===== src/design/assert_macros.svh =====
// Assertion helpers shared by the RTL.
`ifndef ASSERT_MACROS_SVH
`define ASSERT_MACROS_SVH

// When the antecedent holds, the consequent must hold in the same cycle.
`define ASSERT_IMPLIES(label, clk, rst, ante, cons, msg) \
  label: assert property (@(posedge clk) disable iff (rst) (ante) |-> (cons)) else $error(msg);

// When the antecedent holds, the consequent must hold in the next cycle.
`define ASSERT_NEXT(label, clk, rst, ante, cons, msg) \
  label: assert property (@(posedge clk) disable iff (rst) (ante) |=> (cons)) else $error(msg);

`endif


===== src/design/pge_pkg.sv =====
package pge_pkg;

  localparam logic [2:0] REG_STRENGTH = 3'd0;
  localparam logic [2:0] REG_RADIUS   = 3'd1;
  localparam logic [2:0] REG_WIDTH    = 3'd2;
  localparam logic [2:0] REG_HEIGHT   = 3'd3;
  localparam logic [2:0] REG_REST     = 3'd4;

  localparam logic signed [39:0] SAT_HI = 40'sd2147483647;
  localparam logic signed [39:0] SAT_LO = -40'sd2147483648;
  localparam logic [31:0] MAG_MAX = 32'h7fff_ffff;

  typedef enum logic [4:0] {
    ACT_NONE, ACT_LOAD, ACT_D2_SET, ACT_D2_ADD, ACT_SPD_SET, ACT_SPD_ADD,
    ACT_SQ_INIT, ACT_SQ_STEP, ACT_DV_INIT, ACT_DV_STEP, ACT_LD_INIT,
    ACT_LD_STEP, ACT_ACC_SAVE, ACT_VX_UPD, ACT_VY_UPD, ACT_PX_UPD,
    ACT_PY_UPD, ACT_COMMIT
  } act_t;

  typedef enum logic [3:0] {
    MUL_NONE, MUL_MX2, MUL_MY2, MUL_VX2, MUL_VY2, MUL_DIR_STR,
    MUL_AX_DT, MUL_AY_DT, MUL_VX_DT, MUL_VY_DT
  } mul_sel_t;

  typedef struct packed {
    act_t     act;
    mul_sel_t msel;
    logic     axis;   // 0 works on x, 1 on y
  } cmd_t;

  typedef struct packed {
    logic d2_zero;
  } status_t;

  function automatic logic signed [31:0] sat32(input logic signed [39:0] v);
    logic signed [31:0] r;
    if (v > SAT_HI) r = SAT_HI[31:0];
    else if (v < SAT_LO) r = SAT_LO[31:0];
    else r = v[31:0];
    return r;
  endfunction

  function automatic logic [31:0] mag32(input logic signed [31:0] v);
    return v[31] ? (~v + 32'd1) : v;
  endfunction

  function automatic logic signed [39:0] with_sign(input logic [31:0] m, input logic neg);
    logic signed [39:0] e;
    e = $signed({8'd0, m});
    return neg ? -e : e;
  endfunction

endpackage


===== src/design/pge_ctrl.sv =====
module pge_ctrl
  import pge_pkg::*;
#(
  parameter int FRAC_BITS = 16
) (
  input  logic    clk,
  input  logic    rst,
  input  logic    in_valid,
  output logic    in_ready,
  output logic    out_valid,
  input  logic    out_ready,
  output cmd_t    cmd,
  input  status_t status
);

  localparam int DV_STEPS = FRAC_BITS + 1;
  localparam int LD_STEPS = FRAC_BITS + 25 + 2 * FRAC_BITS;
  localparam int SQ_STEPS = 32;
  localparam int CW = $clog2(LD_STEPS + 1);

  typedef enum logic [4:0] {
    S_IDLE, S_SQX, S_SQY, S_VX, S_VY, S_SPD, S_SQI, S_SQ, S_DVI, S_DV,
    S_MS, S_LDI, S_LD, S_ACC, S_AVX, S_AVY, S_VYU, S_PX, S_PY, S_PYU, S_DONE
  } state_t;

  state_t        state;
  logic [CW-1:0] cnt;
  logic          axis;
  logic          commit;

  assign in_ready = (state == S_IDLE);
  assign commit = (state == S_DONE) && (!out_valid || out_ready);

  always_comb begin
    cmd.act = ACT_NONE;
    cmd.msel = MUL_NONE;
    cmd.axis = axis;
    unique case (state)
      S_IDLE: if (in_valid) cmd.act = ACT_LOAD;
      S_SQX:  cmd.msel = MUL_MX2;
      S_SQY: begin
        cmd.msel = MUL_MY2;
        cmd.act = ACT_D2_SET;
      end
      S_VX: begin
        cmd.msel = MUL_VX2;
        cmd.act = ACT_D2_ADD;
      end
      S_VY: begin
        cmd.msel = MUL_VY2;
        cmd.act = ACT_SPD_SET;
      end
      S_SPD:  cmd.act = ACT_SPD_ADD;
      S_SQI:  cmd.act = ACT_SQ_INIT;
      S_SQ:   cmd.act = ACT_SQ_STEP;
      S_DVI:  cmd.act = ACT_DV_INIT;
      S_DV:   cmd.act = ACT_DV_STEP;
      S_MS:   cmd.msel = MUL_DIR_STR;
      S_LDI:  cmd.act = ACT_LD_INIT;
      S_LD:   cmd.act = ACT_LD_STEP;
      S_ACC:  cmd.act = ACT_ACC_SAVE;
      S_AVX:  cmd.msel = MUL_AX_DT;
      S_AVY: begin
        cmd.msel = MUL_AY_DT;
        cmd.act = ACT_VX_UPD;
      end
      S_VYU:  cmd.act = ACT_VY_UPD;
      S_PX:   cmd.msel = MUL_VX_DT;
      S_PY: begin
        cmd.msel = MUL_VY_DT;
        cmd.act = ACT_PX_UPD;
      end
      S_PYU:  cmd.act = ACT_PY_UPD;
      S_DONE: if (commit) cmd.act = ACT_COMMIT;
      default: cmd.act = ACT_NONE;
    endcase
  end

  always_ff @(posedge clk) begin
    if (rst) begin
      state <= S_IDLE;
      cnt <= '0;
      axis <= 1'b0;
      out_valid <= 1'b0;
    end else begin
      if (commit) out_valid <= 1'b1;
      else if (out_ready) out_valid <= 1'b0;
      unique case (state)
        S_IDLE: if (in_valid) state <= S_SQX;
        S_SQX:  state <= S_SQY;
        S_SQY:  state <= S_VX;
        S_VX:   state <= S_VY;
        S_VY:   state <= S_SPD;
        S_SPD:  state <= status.d2_zero ? S_AVX : S_SQI;
        S_SQI: begin
          cnt <= '0;
          state <= S_SQ;
        end
        S_SQ: begin
          cnt <= cnt + CW'(1);
          if (cnt == CW'(SQ_STEPS - 1)) begin
            axis <= 1'b0;
            state <= S_DVI;
          end
        end
        S_DVI: begin
          cnt <= '0;
          state <= S_DV;
        end
        S_DV: begin
          cnt <= cnt + CW'(1);
          if (cnt == CW'(DV_STEPS - 1)) state <= S_MS;
        end
        S_MS:   state <= S_LDI;
        S_LDI: begin
          cnt <= '0;
          state <= S_LD;
        end
        S_LD: begin
          cnt <= cnt + CW'(1);
          if (cnt == CW'(LD_STEPS - 1)) state <= S_ACC;
        end
        S_ACC: begin
          if (!axis) begin
            axis <= 1'b1;
            state <= S_DVI;
          end else begin
            state <= S_AVX;
          end
        end
        S_AVX:  state <= S_AVY;
        S_AVY:  state <= S_VYU;
        S_VYU:  state <= S_PX;
        S_PX:   state <= S_PY;
        S_PY:   state <= S_PYU;
        S_PYU:  state <= S_DONE;
        S_DONE: if (commit) state <= S_IDLE;
        default: state <= S_IDLE;
      endcase
    end
  end

endmodule


===== config.mk =====
export PLATFORM = sky130hd
export DESIGN_NAME = pge_ctrl
export DESIGN_NICKNAME = d
export VERILOG_FILES = /design/src/design/assert_macros.svh /design/src/design/pge_pkg.sv /design/src/design/pge_ctrl.sv
export SDC_FILE = /design/constraint.sdc
export NUM_CORES = 1
export LEC_CHECK = 0
export ABC_AREA = 0
export BUFFER_PORTS_ARGS = -buffer_cell sky130_fd_sc_hd__buf_2
export CORE_MARGIN = 2
export CORE_UTILIZATION = 45
export DETAILED_ROUTE_END_ITERATION = 8
export HOLD_SLACK_MARGIN = 0.15
export PLACE_DENSITY_LB_ADDON = 0.15
export SLEW_MARGIN = 0
export SYNTH_ARGS = -nofsm -noshare
export SYNTH_HDL_FRONTEND = slang
export SYNTH_SLANG_ARGS = --single-unit

===== constraint.sdc =====
create_clock -name clk -period 2.5 [get_ports clk]
set_input_delay 0.125 -clock clk [delete_from_list [all_inputs] [get_ports clk]]
set_output_delay 0.125 -clock clk [all_outputs]
set_load 0.05 [all_outputs]

# Word-level counts from Yosys, hierarchy flattened
# Index checks and enable logic that the tools add are counted.
# totals
elab_cells	61
in_bits	5
reg_bits	14
out_inout_bits	12
# op_classes
reduce_logical	11
addsub	1
eq_ne	28
n_mux	17
# ops
cell	n
case mux 5 bit (21 select lines)	1
case mux 5 bit (17 select lines)	1
equality test 5 x 4 -> 1 bit, second input constant	8
case mux 4 bit (9 select lines)	1
2-to-1 mux 5 bit	6
equality test 5 bit, second input constant	5
equality test 5 x 3 -> 1 bit, second input constant	4
equality test 7 x 5 -> 1 bit, second input constant	2
case mux 7 bit (2 select lines)	1
equality test 5 x 2 -> 1 bit, second input constant	2
inequality test 2 bit, second input constant	5
adder 7 x 1 -> 7 bit, second input constant	1
equality test 7 bit, second input constant	1
nonzero test 2 bit	3
OR reduction 3 bit	2
equality test 5 x 1 -> 1 bit, second input constant	1
zero test 5 bit	1
AND reduction 5 bit	1
2-to-1 mux 1 bit	4
2-to-1 mux 4 bit	1
2-to-1 mux 3 bit	1
case mux 1 bit (2 select lines)	1
AND reduction 2 bit	1
logical AND 1 bit	1
other kinds (2)	2

# Logic depth before layout (Yosys ltp)
# depth
ltp_word	5
ltp_mapped	7
ltp_nobuf	7

# Worst setup path after synthesis
# Ideal clock, no wire load.
# synth_path
kind	reg-to-output
startpoint	register state[3]
endpoint	output port cmd[5] in the netlist's numbering
path_stages_with_launch	6
n_path_buf	1
t_arrival_ps	1893
required_time_ps	2375
path_slack_ps	482
cell_sequence	dfxtp_1 -> buf_2 -> nand2b_1 -> a221oi_1 -> a21oi_1 -> o221ai_1
# synth_lines
item	line	rtl
start, declared	pge_ctrl.sv:26	state_t state;
start signal, assigned	pge_ctrl.sv:94	S_SPD: state <= status.d2_zero ? S_AVX : S_SQI;
end, declared	pge_ctrl.sv:12	output cmd_t cmd,

==> impl_metrics.py <==
metrics = {
    "setup_path": {
        "worstSetupPathType": "reg -> out",
        "path_max_fanout": 17,
        "path_cells": "inv_1, nand3_1, a221oi_1, a21oi_1, o221ai_1, buf_2",
        "endpoint_kind": "output port",
        "start_kind": "flip-flop",
        "crit_arrival_ns": 2.07,
        "cp.required_ns": 2.38,
        "cp_slowest_cell": "dfxtp_1",
        "slowest_delay_ns": 0.49,
    },
    "logic_synthesis": {
        "synth_compound_area_frac": 0.277,
        "synth_top_family_by_area": "simple AND/OR/NAND/NOR gates",
        "synth_cells": 159,
        "seq_area_frac_synth": 0.246,
        "synthTopCellsByArea": "dfxtp_1, a21oi_1, nand2_1",
        "synth_mux_area_frac": 0.0482,
        "synth-adder-area-share": 0.0219,
        "ys_ff_latch": 14,
        "synth_area_um2": 1140,
        "avgSynthCellArea_um2": 7.18,
        "synth_largest_area_cell": "dfxtp_1",
        "synth_edf_count": 0,
        "synth-async-reset-ratio": 0,
        "synth_nets": 166,
        "synth_top_area_frac": 0.246,
        "ys_types": 45,
        "yosys.area_share.simple": 0.318,
        "synthFlopType": "dfxtp_1",
        "ys_warn_count": 0,
        "synth_xor_area_frac": 0.00768,
        "synthTopCellsByCount": "nand2_1, nor2_1, a21oi_1",
    },
    "grt": {
        "grtUsageTotal": 0.218,
        "grt_pass1_vias": 989,
        "grt.overflow.total": 0,
        "antenna_found_initial": 0,
        "grt_pass1_wl_um": 4700,
        "grt_max_degree": 18,
    },
    "power_and_ir_drop": {
        "p_seq_frac": 0.398,
        "p_leak_nw": 0.484,
        "p_clk_frac": 0.249,
        "p_int_uw": 388,
        "powerDensity_nw_per_um2": 529,
        "swShare": 0.414,
        "combPwrFrac": 0.353,
        "p_switching_uw": 274,
        "peakVddDrop_mv": 0.359,
    },
    "sta": {
        "post-route-min-period_ns": 2.20,
        "report.final.slew_viol_count": 0,
        "fin_ws_ns": 0.301,
        "hold_viol": 0,
        "report.final.setup_viol": 0,
        "skew_ns": 0.00427,
        "fin_setup_tns_ns": 0,
        "slew_headroom": 0.625,
        "tightest_slew_ns": 0.562,
        "timing.final.crit_share": 0.880,
        "fmax_mhz": 455,
        "rsz0062_at_grt": "false",
    },
    "layout": {
        "nets": 179,
        "n_antenna_cell": 0,
        "drive_above_1_share": 0.181,
        "fillers": 243,
        "area_delta_synth_final_pct": 9.65,
    },
    "cts": {
        "root_buffer": "clkbuf_4",
        "clk_latency_ns": 0.28,
        "cts.reportedPaths.clkPinSlew_ns": 0.08,
        "cts_tree": "built",
        "cts_hold_buffers": 0,
        "numCtsBuffers": 3,
        "cts_sinks": 14,
        "clockBufferDepth": 2,
        "post-cts-setup-buffers": 0,
        "post_cts_resized": 0,
        "ctsHtreeMaxLevel": 1,
    },
    "drt": {
        "met3_length_um": 216,
        "drt_pre_antenna_iters": 4,
        "drc": 0,
        "met1_length_um": 1450,
        "first_iter_violations": 81,
        "num_vias": 1168,
        "ant_nets": 0,
        "route.met2.wl_um": 1190,
        "routed_via_density": 5.81,
        "avgRoutedWirePerCell_um": 14.3,
        "drt_wl_total_um": 2870,
        "top_layer_used": "met4",
    },
    "floorplanning": {
        "ioPinCount": 17,
        "die_h_um": 54.4,
        "die_x_um": 54.4,
        "coreArea_um2": 2430,
        "die_area_um2": 2950,
        "num_rows": 18,
        "start_util": 0.469,
    },
    "placed_design": {
        "gp_congestion": 0.890,
        "placement.io_buffers": 16,
        "hpwl_um": 2080,
        "preCtsSetupSlack_ns": 0.630,
    },
    "status": {
        "status": "complete, no violations",
    },
    "worst_hold_path": {
        "hp-class": "in -> reg",
    },
    "flow_run": {
        "cap_viol_max_count": 0,
    },
}
through the flow:
step	util	cell area, µm²	power [mW]	cells	hold slack (ns)
4_1_cts	0.514	1250	0.665	201	0.151
6_report	0.514	1250	0.662	201	0.166
3_3_place_gp	0.499	1210	0.503	197	0.452
3_5_place_dp	0.499	1210	0.498	197	0.452
2_1_floorplan	-	1140	0.451	159	0.308
5_1_grt	0.514	1250	0.696	201	0.177
power groups by stage:
stage          registers [mW]  clock network, mW  logic, mW
6_report                0.264              0.165      0.234
5_1_grt                 0.267              0.178      0.251
4_1_cts                 0.262              0.171      0.231
3_5_place_dp            0.268                  0      0.230
3_3_place_gp            0.269                  0      0.234
2_1_floorplan           0.241                  0      0.210
final cells by class:
| cell class | count | area (µm²) | share of cell area |
|---|---|---|---|
| Multi-Input combinational cell | 126 | 768 | 0.614 |
| Timing Repair Buffer | 18 | 95.1 | 0.0760 |
| Sequential cell | 14 | 280 | 0.224 |
| Inverter | 9 | 33.8 | 0.0270 |
| Tap cell | 30 | 37.5 | 0.0300 |
| Clock buffer | 4 | 36.3 | 0.0290 |
registers in the layout (all words and copies together) (netlist names):
name	flops
axis	1
cnt	7
out_valid	1
state	5
final timing paths:
| check | startpoint | end | slack (ns) | depth (start not counted) |
|---|---|---|---|---|
| worst max-delay path | state[3] | cmd[5] | 0.30 | 6 |
| worst min-delay path | in_valid | state[3] | 0.17 | 3 |
| worst max register to register | state[0] | state[3] | 0.58 | 5 |
| worst min register to register | cnt[2] | cnt[2] | 0.54 | 1 |
per-layer routing:
| metal | vias to the layer above | global-route usage |
|---|---|---|
| li1 | 596 | - |
| met1 | 523 | 0.330 |
| met2 | 47 | 0.309 |
| met3 | 2 | 0.0546 |
| met4 | 0 | 0.0375 |
| met5 | - | 0 |
critical path: cells and delay by family (launching register included):
kind	cells	cell delay [ns]
AND/OR/NAND/NOR	1	0.14
AO/OA/AOI/OAI	3	0.53
buffers and inverters	2	0.65
flip-flops	1	0.49
cells in the final DEF (no fill, tap or decap), drive strengths merged, types with 2 or more instances in the layout:
| master | n |
|---|---|
| o22ai | 4 |
| a31oi | 2 |
| o21ai | 10 |
| a21oi | 17 |
| nand2b | 7 |
| clkbuf | 4 |
| nor2 | 19 |
| o21a | 2 |
| dfxtp | 14 |
| ha | 2 |
| mux2i | 4 |
| nand3 | 11 |
| nand2 | 19 |
| nand4 | 2 |
| inv | 9 |
| and3 | 2 |
| nor3b | 3 |
| buf | 18 |
| nor3 | 3 |
cell families (layout without fill, tap and decap cells):
kind of cell / after synthesis / after routing
flops: 14 / 14
mux: 5 / 5
compound gates: 47 / 47
fa+ha+maj: 2 / 2
simple gates: 71 / 71
buf+inv: 19 / 31
xor+xnor: 1 / 1
Note: power is estimated with default switching activity, not from simulation.
